## src/pkp_pkg.sv

```systemverilog
package pkp_pkg;

  localparam int PKP_WINDOW_SIZE = 1024;
  localparam int PKP_PEAK_COUNT  = 5;

  localparam int PART_W    = 32;
  localparam int MAG_W     = 64;
  localparam int BIN_W     = 10;
  localparam int SAMPLE_W  = 18;
  localparam int FREQ_W    = 17;
  localparam int WIN_W     = 24;
  localparam int RANK_W    = 3;
  localparam int CFG_IDX_W = 2;
  localparam int CFG_W     = SAMPLE_W;
  localparam int PROD_W    = BIN_W + SAMPLE_W;

  localparam int IN_DATA_W  = 80;
  localparam int OUT_DATA_W = 56;

  localparam logic [CFG_IDX_W-1:0] REG_SAMPLE_RATE = 2'd0;
  localparam logic [CFG_IDX_W-1:0] REG_BAND_LOW    = 2'd1;
  localparam logic [CFG_IDX_W-1:0] REG_BAND_HIGH   = 2'd2;

  localparam logic [SAMPLE_W-1:0] SAMPLE_RATE_RESET = 18'd44100;
  localparam logic [FREQ_W-1:0]   BAND_LOW_RESET    = 17'd300;
  localparam logic [FREQ_W-1:0]   BAND_HIGH_RESET   = 17'd3000;

  typedef struct packed {
    logic [MAG_W-1:0]  mag;
    logic [BIN_W-1:0]  bin;
    logic [FREQ_W-1:0] freq;
  } cand_t;

  typedef struct packed {
    logic              valid;
    logic [MAG_W-1:0]  mag;
    logic [BIN_W-1:0]  bin;
    logic [FREQ_W-1:0] freq;
  } peak_t;

  typedef struct packed {
    logic              valid;
    logic [BIN_W-1:0]  bin;
    logic [FREQ_W-1:0] freq;
  } emit_t;

endpackage

```

## src/pkp_sort_cell.sv

```systemverilog
module pkp_sort_cell
  import pkp_pkg::*;
(
  input  logic  clk,
  input  logic  rst,
  input  logic  upd,
  input  logic  clear,
  input  cand_t cand,
  input  peak_t left_entry,
  input  logic  left_beat,
  output peak_t entry,
  output logic  beat,
  output peak_t entry_next
);

  // An empty cell is beaten by any candidate; the list stays sorted, so the
  // beat flags along the row form a run of zeros followed by ones.
  always_comb begin
    beat = !entry.valid || (cand.mag > entry.mag) ||
           ((cand.mag == entry.mag) && (cand.bin < entry.bin));
    entry_next = entry;
    if (upd && beat) begin
      if (left_beat) begin
        entry_next = left_entry;
      end else begin
        entry_next.valid = 1'b1;
        entry_next.mag   = cand.mag;
        entry_next.bin   = cand.bin;
        entry_next.freq  = cand.freq;
      end
    end
  end

  always_ff @(posedge clk) begin
    if (rst) begin
      entry.valid <= 1'b0;
    end else if (clear) begin
      entry.valid <= 1'b0;
    end else begin
      entry <= entry_next;
    end
  end

endmodule

```

## config.mk

```make
export PLATFORM = sky130hd
export DESIGN_NAME = pkp_sort_cell
export DESIGN_NICKNAME = d
export VERILOG_FILES = /design/src/pkp_pkg.sv /design/src/pkp_sort_cell.sv
export SDC_FILE = /design/constraint.sdc
export NUM_CORES = 1
export LEC_CHECK = 0
export BUFFER_PORTS_ARGS = -buffer_cell sky130_fd_sc_hd__buf_2
export CORE_AREA = 2 2 143 145
export CTS_BUF_LIST = sky130_fd_sc_hd__clkbuf_2 sky130_fd_sc_hd__clkbuf_4 sky130_fd_sc_hd__clkbuf_8
export DETAILED_ROUTE_END_ITERATION = 6
export DIE_AREA = 0 0 145 147
export HOLD_SLACK_MARGIN = 0.05
export PLACE_DENSITY_LB_ADDON = 0.08
export SYNTH_ARGS = -nofsm -noshare
export SYNTH_HDL_FRONTEND = slang
export SYNTH_SLANG_ARGS = --single-unit
```

## constraint.sdc

```tcl
create_clock -name clk -period 8.25 [get_ports clk]
set_input_delay 2.0625 -clock clk [delete_from_list [all_inputs] [get_ports clk]]
set_output_delay 2.0625 -clock clk [all_outputs]
set_load 0.02 [all_outputs]
```

# After elaboration in Yosys (flattened, before gate mapping)
# Index checks and enable logic that the tools add are counted.
# totals
reg_bits	92
latch_bits	0
ram_bits	0
romBits	0
input_bits	188
output_inout_bits	185
wordCells	18
memories	0
# classes
n_addsub	0
multipliers	0
n_div	0
magnitude_cmp	2
n_eq_ne	1
shift	0
muxes	2
bitwise	2
n_reduce_logical	7
# ops
cell	count
$mux W92	2
$eq A64 B64 Y1	1
$gt A64 B64 Y1	1
$lt A10 B10 Y1	1
$logic_and A1 B1 Y1	2
$logic_or A1 B1 Y1	2
$not A1 Y1	2
$reduce_and A2 Y1	1
$reduce_or A2 Y1	1
$logic_not A1 Y1	1

# Longest topological paths before layout
# Gate-level depths: netlist of the first run.
# logic_depth
ltp_word	5
depth_mapped	11
mapped_depth_nobuf	9

# Worst setup path before layout of the first run
# No wires, ideal clock.
# synth_path
kind	input to output
from	input cand[90] in the netlist's numbering
to	output entry_next[20] in the netlist's numbering
t_arrival_ps	4506
t_required_ps	6188
slack_ps	1681
cell_stages	10
path_buffers	2
path_cell_list	ha_1 nand3_1 nor4_2 nand4_1 nor4_1 nor3_1 a2111oi_2 buf_6 buf_6 mux2i_1
# synth_lines
element	line	source
start, declared	pkp_sort_cell.sv:8	input cand_t cand,
end, declared	pkp_sort_cell.sv:13	output peak_t entry_next

==> results.ini, run 1 <==
[timing]
finClkSkew_ps=16.0
setup_viol=0
post-route-min-period_ps=7550
fmax_mhz=132
tightest_slew_ps=1160
timing.slew.headroom_pct=22.5
grt_setup_unrepaired=false
hold_slack_ps=586
drv_slew=0
tns_ps=0
post-route-period-util_pct=91.5
hold_violations=0
setup_slack_ps=699

[floorplan]
die_x_um=145
fp-row-count=52
io-pin-count=373
start_util_pct=33.6
core_um2=19800
die_area_um2=21300
die_h_um=147

[clocking]
numCtsBuffers=9
clock_sinks=92
cts_hold_buf=0
clkLatencyLatePin_ps=380
path_clk_slew_ps=100
cts_resized=0
cts_max_path_buffers=2
cts_tree=built
post-cts-setup-buffers=0
clock-root-buffer=clkbuf_8
h-tree-depth=3

[route]
vias=5822
firstDrtPassIters=4
drtAntennaViolNets=0
drc=0
wirelength_um=21800
vias_per_cell=4.78
first_iter_violations=129
wl_per_cell_um=17.9

[worst_setup_path]
crit_required_ps=6190
critPathKind=in -> out
start_kind=input port
cpMaxStageDelayCell=a2111oi_4
cp_top_family=simple AND/OR/NAND/NOR gates
timing.critical_path.mode_cell=buf_2
reg2reg_depth=10
worst_setup_path_end_kind=primary output
reg2reg_slack_ps=4400
r2r_end=entry[5]
crit_chain=buf_2, ha_1, nand3_1, nor4_2, nand4_1, nor4_1, nor3_1, a2111oi_4, buf_4, mux2_1, buf_2
critical-path-max-stage-delay_ps=570
rr_startpoint=entry[89]
crit_buf_inv=3
arrival_ps=5490
cp_max_fo=23

[synth]
synthFlopType=edfxtp_1
synthMuxAreaShare_pct=27.9
synth_fa_ha_area_share_pct=13.7
syn_nets=827
synth_top_family_by_area=multiplexers
yosys.area_share.simple_pct=4.88
yosysUniqueCellTypes=36
yosysSeqAreaShare_pct=41.3
postSynthAreaPerCell_um2=11.8
synth_edf_count=91
ys.warnings.count=0
ys_ff_latch=92
synth_area_um2=6660
synth_compound_gate_area_share_pct=5.69
synth-xor-area-share_pct=0
syn_inst=566
async_reset_ff_share_pct=0

[placed_design]
portBuffers=372
place_hpwl_um=17500
placedCellCount=1196
place_ws_ps=559
gp_congestion=0.808

[power]
vdd_drop_max_mv=0.0740
leakage_nw=4.59
powerDensity_nw_per_um2=146

[min_path]
hold_path_end=entry[15]
min_path_cells=1
hp-class=reg -> reg
worstHoldStart=entry[15]

[finish]
fin_util_pct=45.4
n_fill_cell=1939
top_register=entry
final_common_cell=buf_2
drive_gt1_share_pct=44.2
fin_nets=1198
layout_common_cells=371 x buf_2, 144 x mux2i_1, 91 x edfxtp_1
largest_reg_flops=92
synthToLayoutAreaGrowth_pct=35.1
instances_no_fill=1217
largestRegisters=entry: 92 flops

[grt]
grt_pass1_wl_um=32800
antenna_found_initial=6
grt_overflow=0
grt_pass1_vias=5840
grt_start_max_net_pins=67
grtUsageTotal_pct=19.8

[job]
maxCapViolations=0

[status]
status=finished, final reports clean

-- metrics by stage --
step / total power, mW / cell area, µm²
3_5_place_dp: 1.03 / 8820
3_3_place_gp: 1.03 / 8820
4_1_cts: 1.33 / 8990
6_report: 1.31 / 9000
2_1_floorplan: 0.857 / 6660
5_1_grt: 1.39 / 9000
-- cell families after synthesis --
kind of cell / after synthesis
AO/OA/AOI/OAI: 61
adder cells (fa/ha/maj): 73
buffers and inverters: 96
flip-flops: 92
multiplexers: 181
AND/OR/NAND/NOR: 63
-- where the power goes --
| part | switching [mW] | leakage, nW | internal, mW |
|---|---|---|---|
| clock network | 0.180 | 0.0853 | 0.115 |
| logic | 0.276 | 3.64 | 0.176 |
| registers | 0.0124 | 0.862 | 0.552 |
| total | 0.468 | 4.59 | 0.843 |
-- per-layer routing --
metal | vias up | part of all wire, % | GRT usage [%]
met5 | - | 0 | 0
met4 | 0 | 1.2 | 5.35
met3 | 15 | 7.4 | 5.84
met2 | 218 | 50 | 34.6
met1 | 2742 | 42 | 23.8
li1 | 2847 | - | -
-- worst reg2reg max path, stage by stage, from the launching register on --
cell	delay (ps)
edfxtp_1	400
inv_1	70
ha_1	290
nand3_1	120
nor4_2	390
nand4_1	210
nor4_1	520
nor3_1	170
a2111oi_4	570
buf_4	470
mux2_1	400
-- synthesized netlist by cell type, types with 4 or more instances --
library cell,instances,area [µm²]
mux2_1,19,214
buf_6,10,113
a21o_1,4,30.0
mux2i_1,144,1440
ha_1,73,913
nand4_1,11,68.8
nor2_1,8,30.0
a211oi_1,6,45.0
nand2_1,22,82.6
edfxtp_1,91,2730
o21ai_0,16,80.1
clkbuf_1,10,37.5
inv_1,76,285
mux2_2,18,203
a21oi_1,21,105
nor3_1,6,30.0
-- worst max path at each step --
| stage | to | slack [ps] | cells past startpoint | startpoint |
|---|---|---|---|---|
| final | entry_next[5] | 700 | 11 | cand[90] |
| after global routing | entry_next[10] | 310 | 11 | cand[89] |
| after CTS | entry_next[4] | 550 | 11 | cand[90] |
| after detailed placement | entry_next[4] | 560 | 11 | cand[90] |
| after global placement | entry_next[10] | 530 | 11 | cand[90] |
| after floorplan | entry_next[20] | 1680 | 10 | cand[90] |
-- layout make-up --
type                       instances  area [µm²]  area share (%)
antenna                            5        12.5           0.139
timing repair buffer             380        1950            21.7
clock inverter                     5        28.8           0.320
clock buffer                      11         139            1.54
multi-input combinational        378        3500            38.8
tap                              270         338            3.75
inverter                          76         285            3.17
sequential                        92        2750            30.6
No activity file was read; power rests on OpenSTA's default activity.
==> run 2: changes to the inputs <==
Settings changed: ABC_AREA set to 1, CORE_AREA 2 2 143 145 to 2 2 146 148, DIE_AREA 0 0 145 147 to 0 0 148 150.
==> results.ini, run 2 <==
[finish]
seqCellArea_um2=2750  ; unchanged
top_register=entry
multi_input_area_um2=3740  ; +7.1%
synthToLayoutAreaGrowth_pct=31.2
largest_reg_flops=92  ; unchanged
final_common_cell=buf_2
fin_nets=1359  ; +13%
drive_gt1_share_pct=44.8  ; +0.63 points
layout_common_cells=371 x buf_2, 173 x nand2_1, 98 x inv_1
largestRegisters=entry: 92 flops
n_fill_cell=2094  ; +8.0%

[route]
drc=0  ; unchanged
vias_per_cell=4.47  ; -6.6%
wl_per_cell_um=15.3  ; -15%
vias=6162  ; +5.8%
firstDrtPassIters=4  ; unchanged
first_iter_violations=206  ; +60%
drtAntennaViolNets=0  ; unchanged
wirelength_um=21100  ; -3.5%

[clocking]
path_clk_slew_ps=100  ; about the same
cts_tree=built
cts_max_path_buffers=2  ; unchanged
clock_sinks=92  ; unchanged
h-tree-depth=3  ; unchanged
numCtsBuffers=9  ; unchanged
cts_hold_buf=0  ; unchanged
clock-root-buffer=clkbuf_8
clkLatencyLatePin_ps=370  ; about the same
post-cts-setup-buffers=0  ; unchanged
cts_resized=0  ; unchanged

[synth]
ys_top_cells_by_area=edfxtp_1 38%, ha_1 13%, mux2i_1 13%
synth_area_um2=7140  ; +7.1%
yosysMostFrequentCell=nand2_1
yosysUniqueCellTypes=24  ; -33%
yosysSeqAreaShare_pct=38.6  ; -2.8 points
ys_ff_latch=92  ; unchanged
postSynthAreaPerCell_um2=9.65  ; -18%
ys.warnings.count=0  ; unchanged
syn_inst=740  ; +31%
yosys-top-cells-count=173 x nand2_1, 98 x inv_1, 91 x edfxtp_1, 91 x o21ai_2, 90 x mux2i_1
async_reset_ff_share_pct=0  ; unchanged
synth_edf_count=91  ; unchanged
synth_top_area_share_pct=38.3  ; -2.7 points
synthFlopType=edfxtp_1
synth_top_cell_by_area=edfxtp_1
syn_nets=1001  ; +21%

[power]
powerDensity_nw_per_um2=146  ; about the same
switching_share_pct=34.9  ; -0.78 points
p_switching_mw=0.476  ; +1.7%
combPwrFrac_pct=32.5  ; -1.9 points
vdd_drop_max_mv=0.0920  ; +24%
p_int_mw=0.887  ; +5.3%
clkPwrFrac_pct=25.9  ; +3.4 points
pwr-share-seq_pct=41.7  ; -1.4 points
leakage_nw=4.92  ; +7.1%

[floorplan]
die_x_um=148  ; +2.1%
io-pin-count=373  ; unchanged
fp-row-count=53  ; +1.9%
die_area_um2=22200  ; +4.2%
start_util_pct=34.5  ; +0.93 points
die_h_um=150  ; +2.0%
core_um2=20700  ; +4.3%

[min_path]
hp-class=reg -> reg

[worst_setup_path]
critPathKind=in -> out
crit_required_ps=6190  ; about the same
worst_setup_path_end_kind=primary output
start_kind=input port
arrival_ps=4880  ; -610 ps
cp_max_fo=117  ; +410%

[timing]
tns_ps=0  ; unchanged
tightest_slew_ps=905  ; -257 ps
post-route-min-period_ps=6940  ; -607 ps
drv_slew=0  ; unchanged
post-route-period-util_pct=84.2  ; -7.4 points
hold_slack_ps=574  ; -12.0 ps
grt_setup_unrepaired=false
hold_violations=0  ; unchanged
fmax_mhz=144  ; +8.7%
finClkSkew_ps=15.5  ; -0.522 ps
setup_viol=0  ; unchanged
timing.slew.headroom_pct=39.7  ; +17 points

[grt]
grtUsageMet2_pct=30.6  ; -4.0 points
use_met3_pct=5.00  ; -0.84 points
grtUsageTotal_pct=18.2  ; -1.5 points
gr-usage-met1_pct=23.4  ; -0.39 points
busiest_layer=met2
grt_pass1_vias=5800  ; -0.68%
grt_start_max_net_pins=118  ; +76%
grt_overflow=0  ; unchanged
antenna_found_initial=1  ; -5
grt_pass1_wl_um=31500  ; -4.1%

[placed_design]
gp_congestion=0.800  ; -1.1%
portBuffers=372  ; unchanged
place_hpwl_um=16800  ; -4.1%

[job]
maxCapViolations=0  ; unchanged

[status]
status=finished, final reports clean

run 2: per-stage QoR:
step | setup WS (ps) | utilization (%) | std cells | area (µm²) | power [mW]
final | 1310 | 45.3 | 1379 | 9360 | 1.36
after global routing | 890 | 45.2 | 1378 | 9360 | 1.45
after CTS | 1220 | 45.2 | 1378 | 9360 | 1.39
after detailed placement | 1230 | 44.2 | 1362 | 9140 | 1.03
after global placement | 1220 | 44.2 | 1362 | 9140 | 1.03
after floorplan | 1820 | - | 740 | 7140 | 0.875
run 2: kinds of logic after synthesis:
kind of cell             Yosys count  share of synthesized area, %
buffers and inverters            129                          9.31
flip-flops                        92                          38.6
AND/OR/NAND/NOR                  216                          12.0
multiplexers                      90                          12.6
AO/OA/AOI/OAI                    140                          14.8
adder cells (fa/ha/maj)           73                          12.8
run 2: power groups by stage:
stage / clock network [mW] / logic, mW / registers [mW]
final: 0.353 / 0.443 / 0.568
after global routing: 0.386 / 0.490 / 0.572
after CTS: 0.371 / 0.451 / 0.568
after detailed placement: 0 / 0.450 / 0.579
after global placement: 0 / 0.450 / 0.579
after floorplan: 0 / 0.267 / 0.608
run 2: routing by layer:
metal / wire length (µm) / part of all wire, % / vias up
met2: 9950 / 47 / 236
li1: - / - / 3251
met5: 0 / 0 / -
met1: 9240 / 44 / 2660
met3: 1620 / 7.7 / 15
met4: 240 / 1.1 / 0
run 2: layout make-up:
type | count | share of cell area (%)
antenna | 1 | 0.0267
clock inverter | 7 | 1.06
sequential | 92 | 29.4
timing repair buffer | 377 | 20.6
inverter | 99 | 3.97
clock buffer | 9 | 1.32
tap | 275 | 3.67
multi-input combinational | 519 | 40.0
run 2: final timing paths:
| kind | to | slack, ps | depth (start not counted) | start |
|---|---|---|---|---|
| setup / recovery | entry_next[73] | 1310 | 16 | cand[62] |
| hold / removal | entry[14] | 570 | 2 | entry[14] |
| setup reg to reg | entry[1] | 5140 | 16 | entry[74] |
| hold reg to reg | entry[14] | 570 | 2 | entry[14] |
run 2: critical path: stages:
cell     delay (ps)
buf_2           110
ha_1            300
a21o_1          170
o21ai_0         150
nand2_1          80
nand2_1          60
nand2_1          50
a21oi_1         180
nand2_1          70
nand2_1          70
nand2_2         100
nand2_8         630
buf_4           420
nand2_1         110
o21ai_2          90
buf_2           190
