===== src/pkp_pkg.sv =====
package pkp_pkg;

  localparam int PKP_WINDOW_SIZE = 1024;
  localparam int PKP_PEAK_COUNT  = 5;

  localparam int PART_W    = 32;
  localparam int MAG_W     = 64;
  localparam int BIN_W     = 10;
  localparam int SAMPLE_W  = 18;
  localparam int FREQ_W    = 17;
  localparam int WIN_W     = 24;
  localparam int RANK_W    = 3;
  localparam int CFG_IDX_W = 2;
  localparam int CFG_W     = SAMPLE_W;
  localparam int PROD_W    = BIN_W + SAMPLE_W;

  localparam int IN_DATA_W  = 80;
  localparam int OUT_DATA_W = 56;

  localparam logic [CFG_IDX_W-1:0] REG_SAMPLE_RATE = 2'd0;
  localparam logic [CFG_IDX_W-1:0] REG_BAND_LOW    = 2'd1;
  localparam logic [CFG_IDX_W-1:0] REG_BAND_HIGH   = 2'd2;

  localparam logic [SAMPLE_W-1:0] SAMPLE_RATE_RESET = 18'd44100;
  localparam logic [FREQ_W-1:0]   BAND_LOW_RESET    = 17'd300;
  localparam logic [FREQ_W-1:0]   BAND_HIGH_RESET   = 17'd3000;

  typedef struct packed {
    logic [MAG_W-1:0]  mag;
    logic [BIN_W-1:0]  bin;
    logic [FREQ_W-1:0] freq;
  } cand_t;

  typedef struct packed {
    logic              valid;
    logic [MAG_W-1:0]  mag;
    logic [BIN_W-1:0]  bin;
    logic [FREQ_W-1:0] freq;
  } peak_t;

  typedef struct packed {
    logic              valid;
    logic [BIN_W-1:0]  bin;
    logic [FREQ_W-1:0] freq;
  } emit_t;

endpackage


===== src/pkp_emit_cell.sv =====
module pkp_emit_cell
  import pkp_pkg::*;
(
  input  logic  clk,
  input  logic  rst,
  input  logic  load,
  input  emit_t load_entry,
  input  logic  shift,
  input  emit_t right_entry,
  output emit_t entry
);

  always_ff @(posedge clk) begin
    if (rst) begin
      entry.valid <= 1'b0;
    end else if (load) begin
      entry <= load_entry;
    end else if (shift) begin
      entry <= right_entry;
    end
  end

endmodule

===== config.mk =====
export PLATFORM = sky130hd
export DESIGN_NAME = pkp_emit_cell
export DESIGN_NICKNAME = d
export VERILOG_FILES = /design/src/pkp_pkg.sv /design/src/pkp_emit_cell.sv
export SDC_FILE = /design/constraint.sdc
export NUM_CORES = 1
export LEC_CHECK = 0
export BUFFER_PORTS_ARGS = -buffer_cell sky130_fd_sc_hd__buf_2
export CORE_ASPECT_RATIO = 0.75
export CORE_MARGIN = 5
export CORE_UTILIZATION = 40
export CTS_CLUSTER_SIZE = 10
export DETAILED_ROUTE_END_ITERATION = 8
export PLACE_DENSITY = 0.79
export SYNTH_ARGS = -nofsm -noshare
export SYNTH_HDL_FRONTEND = slang
export SYNTH_SLANG_ARGS = --single-unit

===== constraint.sdc =====
create_clock -name clk -period 2.9 [get_ports clk]
set_clock_uncertainty 0.2 [all_clocks]
set_input_delay 0.58 -clock clk [delete_from_list [all_inputs] [get_ports clk]]
set_output_delay 0.58 -clock clk [all_outputs]
set_load 0.05 [all_outputs]

; Word-level counts from Yosys, hierarchy flattened
; Cells that the tools add are included.
[classes]
n_eq_ne = 0
muxes = 2
n_reduce_logical = 2
n_mul = 0
div_mod_pow = 0
n_shift = 0
addsub = 0
bitwise = 1
order_cmp = 0
[op_table]
columns = op, count
row1 = $mux W28, 2
row2 = $reduce_and A2 Y1, 1
row3 = $reduce_bool A2 Y1, 1
row4 = $not A1 Y1, 1
[word_totals]
reg_bits = 28
input_bits = 60
latch_bits = 0
ram_bits = 0
out_inout_bits = 28
memories = 0
word_cells = 8
rom_bits = 0

; Depth between registers and ports, before layout
; Gate-level depths: netlist of run 1.
[depth]
word_depth = 2
ltp_mapped = 3
mapped_depth_nobuf = 2

; Worst setup path before layout of run 1
; No wires, ideal clock.
[synth_path]
path_type = input -> register
startpoint = in load
endpoint = reg entry[0] (netlist bit) (enable)
t_arrival_ns = 1.901
path_slack_ns = 0.388
path_buffers = 1
t_required_ns = 2.289
path_stages = 3
cell_sequence = buf_6 -> nor2_1 -> nor2_1
[synth_between]
elab_chain_cells = 2
[synth_lines]
columns = item, line_no
row1 = from (decl), pkp_emit_cell.sv:6  ; input logic load,
row2 = $reduce_bool A2 Y1 (no line), -
row3 = $reduce_and A2 Y1 (no line), -
row4 = to (signal assigned), pkp_emit_cell.sv:17  ; entry <= load_entry;
row5 = to (signal assigned), pkp_emit_cell.sv:19  ; entry <= right_entry;
row6 = to (decl), pkp_emit_cell.sv:10  ; output emit_t entry
; Every way passes these cells.
; A chain may end at the register's enable or synchronous reset.

; Worst setup path after layout of run 1
[layout_path]
startpoint = in load
endpoint = reg entry[10] (netlist bit) (data pin)
[layout_between]
elab_chain_cells = 1
[layout_lines]
columns = item, line_no
row1 = $mux W28, pkp_emit_cell.sv:16  ; end else if (load) begin
; Every way passes these cells.

==> results of run 1 <==
per-layer routing:
layer,part of all wire,routed length (um),vias to the layer above,GRT usage
met2,0.48,1320,58,0.231
li1,-,-,427,-
met5,0,0,-,0
met4,0.0043,12,0,0.0465
met1,0.37,1020,380,0.151
met3,0.15,413,2,0.0485
power groups by stage:
stage	combinational [mW]	clock (mW)	sequential [mW]
floorplan	0.0510	0	0.643
global placement	0.264	0	0.506
detailed placement	0.267	0	0.508
CTS	0.268	0.215	0.499
global route	0.280	0.233	0.502
finish	0.266	0.206	0.497
worst max-delay path, cell delays in order:
cell and delay (ns):
buf_2 0.39, buf_4 0.26, mux2_2 0.35
cell type report:
class | instances | area [um2] | share of cell area
Multi-Input combinational cell | 32 | 350 | 0.202
Tap cell | 38 | 47.5 | 0.0274
Sequential cell | 28 | 831 | 0.479
Inverter | 1 | 3.75 | 0.00216
Clock buffer | 4 | 45.0 | 0.0260
Timing Repair Buffer | 90 | 458 | 0.264
cells by family (layout without fill, tap and decap cells):
group                  Yosys count  count (layout)
flip-flops                      28              28
multiplexers                    28              28
AO/OA/AOI/OAI                    1               1
AND/OR/NAND/NOR                  3               3
buffers and inverters            4              95
metrics by stage:
step | instances | total power, mW
2_1_floorplan | 64 | 0.694
3_3_place_gp | 189 | 0.771
3_5_place_dp | 189 | 0.775
4_1_cts | 193 | 0.982
5_1_grt | 193 | 1.01
6_report | 193 | 0.969
cell usage after synthesis:
cell / number / area share
a211oi_2: 1 / 0.010
buf_6: 3 / 0.028
dfxtp_1: 1 / 0.016
edfxtp_1: 27 / 0.67
inv_1: 1 / 0.0031
mux2_2: 27 / 0.25
mux2i_1: 1 / 0.0082
nor2_1: 2 / 0.0062
nor2b_4: 1 / 0.011
worst max path at each step:
stage | startpoint | endpoint | slack, ns | depth (start not counted)
floorplan | load | entry[0] | 0.39 | 3
global placement | load | entry[10] | 0.89 | 3
detailed placement | load | entry[10] | 0.84 | 3
CTS | load | entry[10] | 1.13 | 3
global route | load | entry[10] | 1.07 | 3
finish | load | entry[10] | 1.13 | 3
==> results by group, run 1 <==
Run status
  • Outcome: finished clean

Finish
  • Layout cells sized above 1: 0.794
  • Largest regs: entry: 28 flops
  • Most flop-heavy register: entry
  • Synth-to-Final Area Change: 42.7%
  • Diodes inserted: 0
  • Net count, final: approximately 220
  • Final core utilization: 0.591
  • Layout fillers: between 200 and 300
  • Most common cell after layout, fill and taps aside: buf_2
  • Number of flip-flops in the largest register: 28
  • Most frequent cells in the layout: buf_2 (87), mux2_2 (27), edfxtp_1 (27), clkbuf_8 (3), buf_4 (3)
  • Design area: ~1700 um2

Yosys
  • Post-synthesis area per instance: roughly 19 um2
  • Syn nets: between 100 and 150
  • Post-Syn Area: around 1200 um2
  • Largest family of logic cells by synthesized area: multiplexers
  • Compound-Gate Fraction of Synth Area: 0.0103
  • Seq cells post-synth: 28
  • Xor/xnor cell area share of the yosys netlist: 0
  • Netlist cell types: 9
  • Synthesis warning total: 0
  • Sequential element share of the synthesized area: 0.683
  • Mapped Cells: 64
  • Synth Area in Simple Gates: 0.0175
  • Mux cell area share after synthesis: 0.258
  • Synth Area in Adders: 0

Detailed routing
  • DRC violations left: 0
  • Antenna-violating nets left: 0
  • Post-DR vias/cell: 4.49
  • Post-Route WL: 2.77 mm
  • Vias: between 800 and 900
  • WL/cell: between 10 and 15 um
  • Initial DRC count: 38
  • DRT Pass-1 Iters: 4

Clock network
  • Htree depth: 1
  • CTS Buf Count: 3
  • Clk slew on worst S/H paths: roughly 0.09 ns
  • Post-CTS Setup Repair Bufs: 0
  • CTS max path bufs: 2
  • Root Driver: clkbuf_8
  • CTS Sinks: 28
  • Cts hold-fix bufs: 0
  • CTS resizes: 0
  • Worst skew pair latency: between 0.2 and 0.3 ns
  • TritonCTS clock tree: done

Global route
  • GRT Overall Usage: 0.133
  • Largest net degree at the start of global routing: 24
  • First-pass GRT wire length: 4.31 mm
  • Initial antenna violation count: 0
  • GRT Residual Overflow: 0
  • Vias in the first global route: 959

STA
  • Max Fclk: between 0.5 and 0.6 GHz
  • Final setup fails: 0
  • Min cycle time layout: roughly 1.8 ns
  • Period utilization: 0.609
  • Hold Fails Final Rpt: 0
  • Hold_ws: slightly below 0.3 ns
  • Max Slew Vio Count: 0
  • Worst Setup Slack, final: 1.13 ns
  • Setup TNS: 0 ns
  • RSZ-0062 raised after global routing: false
  • Slew @ Worst Pin: 0.474 ns
  • Max-slew headroom at the worst pin: 0.684

Power
  • Switching power share of the total: 0.308
  • Leakage Power: roughly 0.78 nW
  • PwrDens: about 560 nW/um2
  • Logic pwr share: 0.274
  • P_int: between 0.6 and 0.7 mW
  • Net Switching: 0.298 mW
  • Clock share of power: 0.212
  • Peak supply drop: ~0.00021 V
  • Sequential Power Share: 0.514

Critical path
  • CP Capture Type: flip-flop
  • Arr. time, crit path: roughly 1.6 ns
  • CP startpoint kind: input pin
  • WP data required: between 2 and 3 ns
  • R2r startpoint: entry[27]
  • Reg2Reg Depth: 2
  • Crit path max fanout: 23
  • R2R Setup Slk: 1.97 ns
  • Crit path kind: in -> reg
  • Reg2reg end: entry[27]

Flow run
  • Number of max-cap violations: 0

Die
  • Core footprint: around 2900 um2
  • Chip width: about 74 um
  • IO Count: between 80 and 90
  • Die Y: slightly below 60 um
  • Placement row count: 17
  • Starting Density: 0.414
  • Die area: 4250 um2

Placed design
  • Worst slack, placed: ~0.84 ns
  • Hpwl dp: 2.25 mm
  • # port buffers: 87
  • Area post-placement: about 1700 um2
  • Placer congestion estimate: roughly 0.71

Hold path
  • Hold Path End: entry[27]
  • Hold crit path type: in -> reg
  • Hold_sp: rst
  • Cells on Worst Hold Path: 2
No activity file was read; power rests on OpenSTA's default activity.
==> inputs of run 2 (changes only) <==
Settings changed: ABC_AREA set to 1, CORE_UTILIZATION 40 to 36, PLACE_DENSITY 0.79 to 0.75.
Clock period 2.9 ns to 1.48 ns, I/O delays scaled along.
==> run 2 against run 1 <==
Net effect:
- register-to-register slack got worse by 1.3 ns
- sequential cell count unchanged
- sequential share of layout area decreased by 0.71 points
- die area up 11%
- via count is 26% higher
- critical endpoint is now entry[27]
- hold slack got worse by 0.21 ns
- largest power group unchanged
- wire length is 11% higher
- power increased by 110%
- synthesized cell count up 94%
- non-clock buffer count stayed put
==> results by group, run 2 <==
Finish
  • Layout cells sized above 1: 0.451 (-0.343)
  • Area taken by multi-input logic gates: 340 um2 (-2.9%)
  • Most frequent cells in the layout: buf_2 (87), nand2_1 (84), edfxtp_1 (27), clkbuf_8 (3), buf_4 (3)
  • Post-Layout Cell Count: 253 (+31%)
  • Design area: 1760 um2 (+1.5%)
  • Diodes inserted: 0 (unchanged)
  • Synth-to-Final Area Change: 42.2%
  • Most flop-heavy register: entry
  • Net count, final: 274 (+27%)
  • Final core utilization: 0.532 (-0.0591)
  • Number of flip-flops in the largest register: 28 (unchanged)
  • Most common cell after layout, fill and taps aside: buf_2
  • Layout fillers: 305 (+21%)
  • Reg area: 831 um2 (unchanged)
  • Largest regs: entry: 28 flops

Die
  • Die Y: 60.8 um (+5.3%)
  • Placement row count: 18 (+1)
  • Core footprint: 3310 um2 (+13%)
  • Starting Density: 0.374 (-0.0402)
  • Chip width: 77.7 um (+5.5%)
  • Die area: 4730 um2 (+11%)
  • IO Count: 88 (unchanged)

STA
  • Slew @ Worst Pin: 0.743 ns (+0.269 ns)
  • Final setup fails: 0 (unchanged)
  • Hold Fails Final Rpt: 0 (unchanged)
  • Max Fclk: about 0.73 GHz
  • Max-slew headroom at the worst pin: 0.504 (-0.180)
  • Min cycle time layout: about 1.4 ns
  • RSZ-0062 raised after global routing: false
  • Max Slew Vio Count: 0 (unchanged)
  • Period utilization: 0.932

Critical path
  • Worst path cell trace: buf_2
  • R2R Setup Slk: 0.66 ns (-1.31 ns)
  • Crit path kind: reg -> out
  • CP max stage cell: dfxtp_1
  • Arr. time, crit path: 0.88 ns (-0.71 ns)
  • Reg2Reg Depth: 4 (+2)
  • Reg2reg end: entry[27]
  • WP data required: 0.98 ns (-1.74 ns)
  • R2r startpoint: entry[27]
  • Crit-path max cell delay: 0.35 ns (-0.04 ns)
  • CP Capture Type: primary output
  • Buffers & Inverters on Critical Path: 1 (-1)
  • CP startpoint kind: flip-flop
  • Crit-path leading delay family: flip-flops
  • Crit path max fanout: 2 (-91%)

Yosys
  • Post-Syn Area: 1240 um2 (+1.9%)
  • Sequential element share of the synthesized area: 0.671 (-0.0124)
  • Synth Area in Adders: 0 (unchanged)
  • Top post-synthesis cells by area: edfxtp_1 (65%), nand2_1 (25%), buf_6 (2.7%)
  • Compound-Gate Fraction of Synth Area: 0 (-0.0103)
  • Yosys top cell by area: edfxtp_1
  • Syn nets: 184 (+48%)
  • Synthesis warning total: 0 (unchanged)
  • Xor/xnor cell area share of the yosys netlist: 0 (unchanged)
  • Post-synthesis area per instance: 9.99 um2 (-47%)
  • Mux cell area share after synthesis: 0 (-0.258)
  • Top-count cell post-synth: nand2_1
  • Number of synthesized flops with an enable pin: 27 (unchanged)
  • Netlist cell types: 9 (unchanged)
  • Mapped Cells: 124 (+94%)
  • Largest family of logic cells by synthesized area: simple AND/OR/NAND/NOR gates
  • Yosys top cell area share: 0.655 (-0.0121)
  • FFs w/ async S/R, synth: 0 (unchanged)
  • Seq cells post-synth: 28 (unchanged)
  • Commonest cells post-synth: nand2_1 (84), edfxtp_1 (27), buf_6 (3)
  • Synth Area in Simple Gates: 0.269 (+0.251)
  • Main flop type after synthesis: edfxtp_1

Detailed routing
  • DRT Pass-1 Iters: 4 (unchanged)
  • Initial DRC count: 41 (+7.9%)
  • DRC violations left: 0 (unchanged)
  • Antenna-violating nets left: 0 (unchanged)
  • Post-Route WL: 3.06 mm (+11%)
  • Post-DR vias/cell: 4.32 (-3.8%)
  • WL/cell: 12.1 um (-16%)
  • Vias: 1093 (+26%)

Power
  • Switching power share of the total: 0.300 (-0.00741)
  • Leakage Power: 0.927 nW (+19%)
  • P_int: 1.45 mW (+120%)
  • Clock share of power: 0.282 (+0.070)
  • Logic pwr share: 0.249 (-0.025)
  • Design Power: 2.08 mW (+110%)
  • PwrDens: 1180 nW/um2 (+110%)
  • Sequential Power Share: 0.469 (-0.045)
  • Peak supply drop: 0.000535 V (+150%)
  • Net Switching: 0.625 mW (+110%)

Hold path
  • Hold Path End: entry[24]
  • Hold_sp: right_entry[24]
  • Cells on Worst Hold Path: 3 (+1)
  • Hold crit path type: in -> reg

Clock network
  • Root Driver: clkbuf_8
  • CTS Buf Count: 3 (unchanged)
  • Htree depth: 1 (unchanged)
  • CTS max path bufs: 2 (unchanged)
  • Clk slew on worst S/H paths: 0.09 ns (about the same)
  • Worst skew pair latency: 0.27 ns (about the same)
  • CTS resizes: 0 (unchanged)
  • TritonCTS clock tree: done
  • Cts hold-fix bufs: 0 (unchanged)
  • CTS Sinks: 28 (unchanged)
  • Post-CTS Setup Repair Bufs: 0 (unchanged)

Placed design
  • # port buffers: 87 (unchanged)
  • Inst Count DP: 249 (+32%)
  • Area post-placement: 1690 um2 (unchanged)
  • Placer congestion estimate: 0.663 (-6.6%)
  • Hpwl dp: 2.36 mm (+4.8%)

Global route
  • Initial antenna violation count: 0 (unchanged)
  • GRT Residual Overflow: 0 (unchanged)
  • Vias in the first global route: 1019 (+6.3%)
  • Largest net degree at the start of global routing: 30 (+25%)
  • GRT Overall Usage: 0.120 (-0.0131)
  • First-pass GRT wire length: 4.47 mm (+3.7%)

Flow run
  • Number of max-cap violations: 0 (unchanged)

Run status
  • Outcome: finished clean
[run 2: cell count changes after synthesis, sizes merged]
| cell | before | now |
|---|---|---|
| nand3 | 0 | 2 |
| a211oi | 1 | 0 |
| buf | 3 | 5 |
| mux2i | 1 | 0 |
| nand2 | 0 | 84 |
| nor2b | 1 | 0 |
| mux2 | 27 | 0 |
| inv | 1 | 3 |
[run 2: per-layer routing]
layer	share of wire	up-vias	GRT usage
met5	0	-	0
met4	0.0082	0	0.0221
met3	0.095	2	0.0401
met2	0.49	49	0.214
met1	0.40	471	0.146
li1	-	571	-
[run 2: power by group through the flow]
stage	clock, mW	sequential [mW]	combinational [mW]
after global routing	0.638	0.983	0.552
after CTS	0.608	0.977	0.525
final	0.586	0.975	0.519
after floorplan	0	1.26	0.102
after global placement	0	0.989	0.520
after detailed placement	0	0.995	0.525
[run 2: logic make-up after synthesis]
| family | count (synthesis) |
|---|---|
| flip-flops | 28 |
| AND/OR/NAND/NOR | 88 |
| buffers and inverters | 8 |
[run 2: how the worst max path moves through the flow]
stage,startpoint,to,cells after the start
after global placement,load,entry[17],3
after CTS,entry[15],entry[15],1
after detailed placement,load,entry[7],3
final,entry[27],entry[27],1
after floorplan,load,entry[0],2
after global routing,entry[8],entry[8],1
[run 2: cell type report]
type	count	share of cell area
Sequential cell	28	0.472
Timing Repair Buffer	90	0.260
Multi-Input combinational cell	88	0.193
Tap cell	40	0.0284
Clock buffer	3	0.0234
Clock inverter	1	0.0170
Inverter	3	0.00639
[run 2: stage by stage]
stage	TNS (ns)	hold WS (ns)	setup WS, ns
3_5_place_dp	-5.54	0.332	-0.170
3_3_place_gp	-4.13	0.338	-0.135
5_1_grt	0	0.0855	0.0621
6_report	0	0.0825	0.101
2_1_floorplan	0	0.231	0.115
4_1_cts	0	0.0764	0.0872
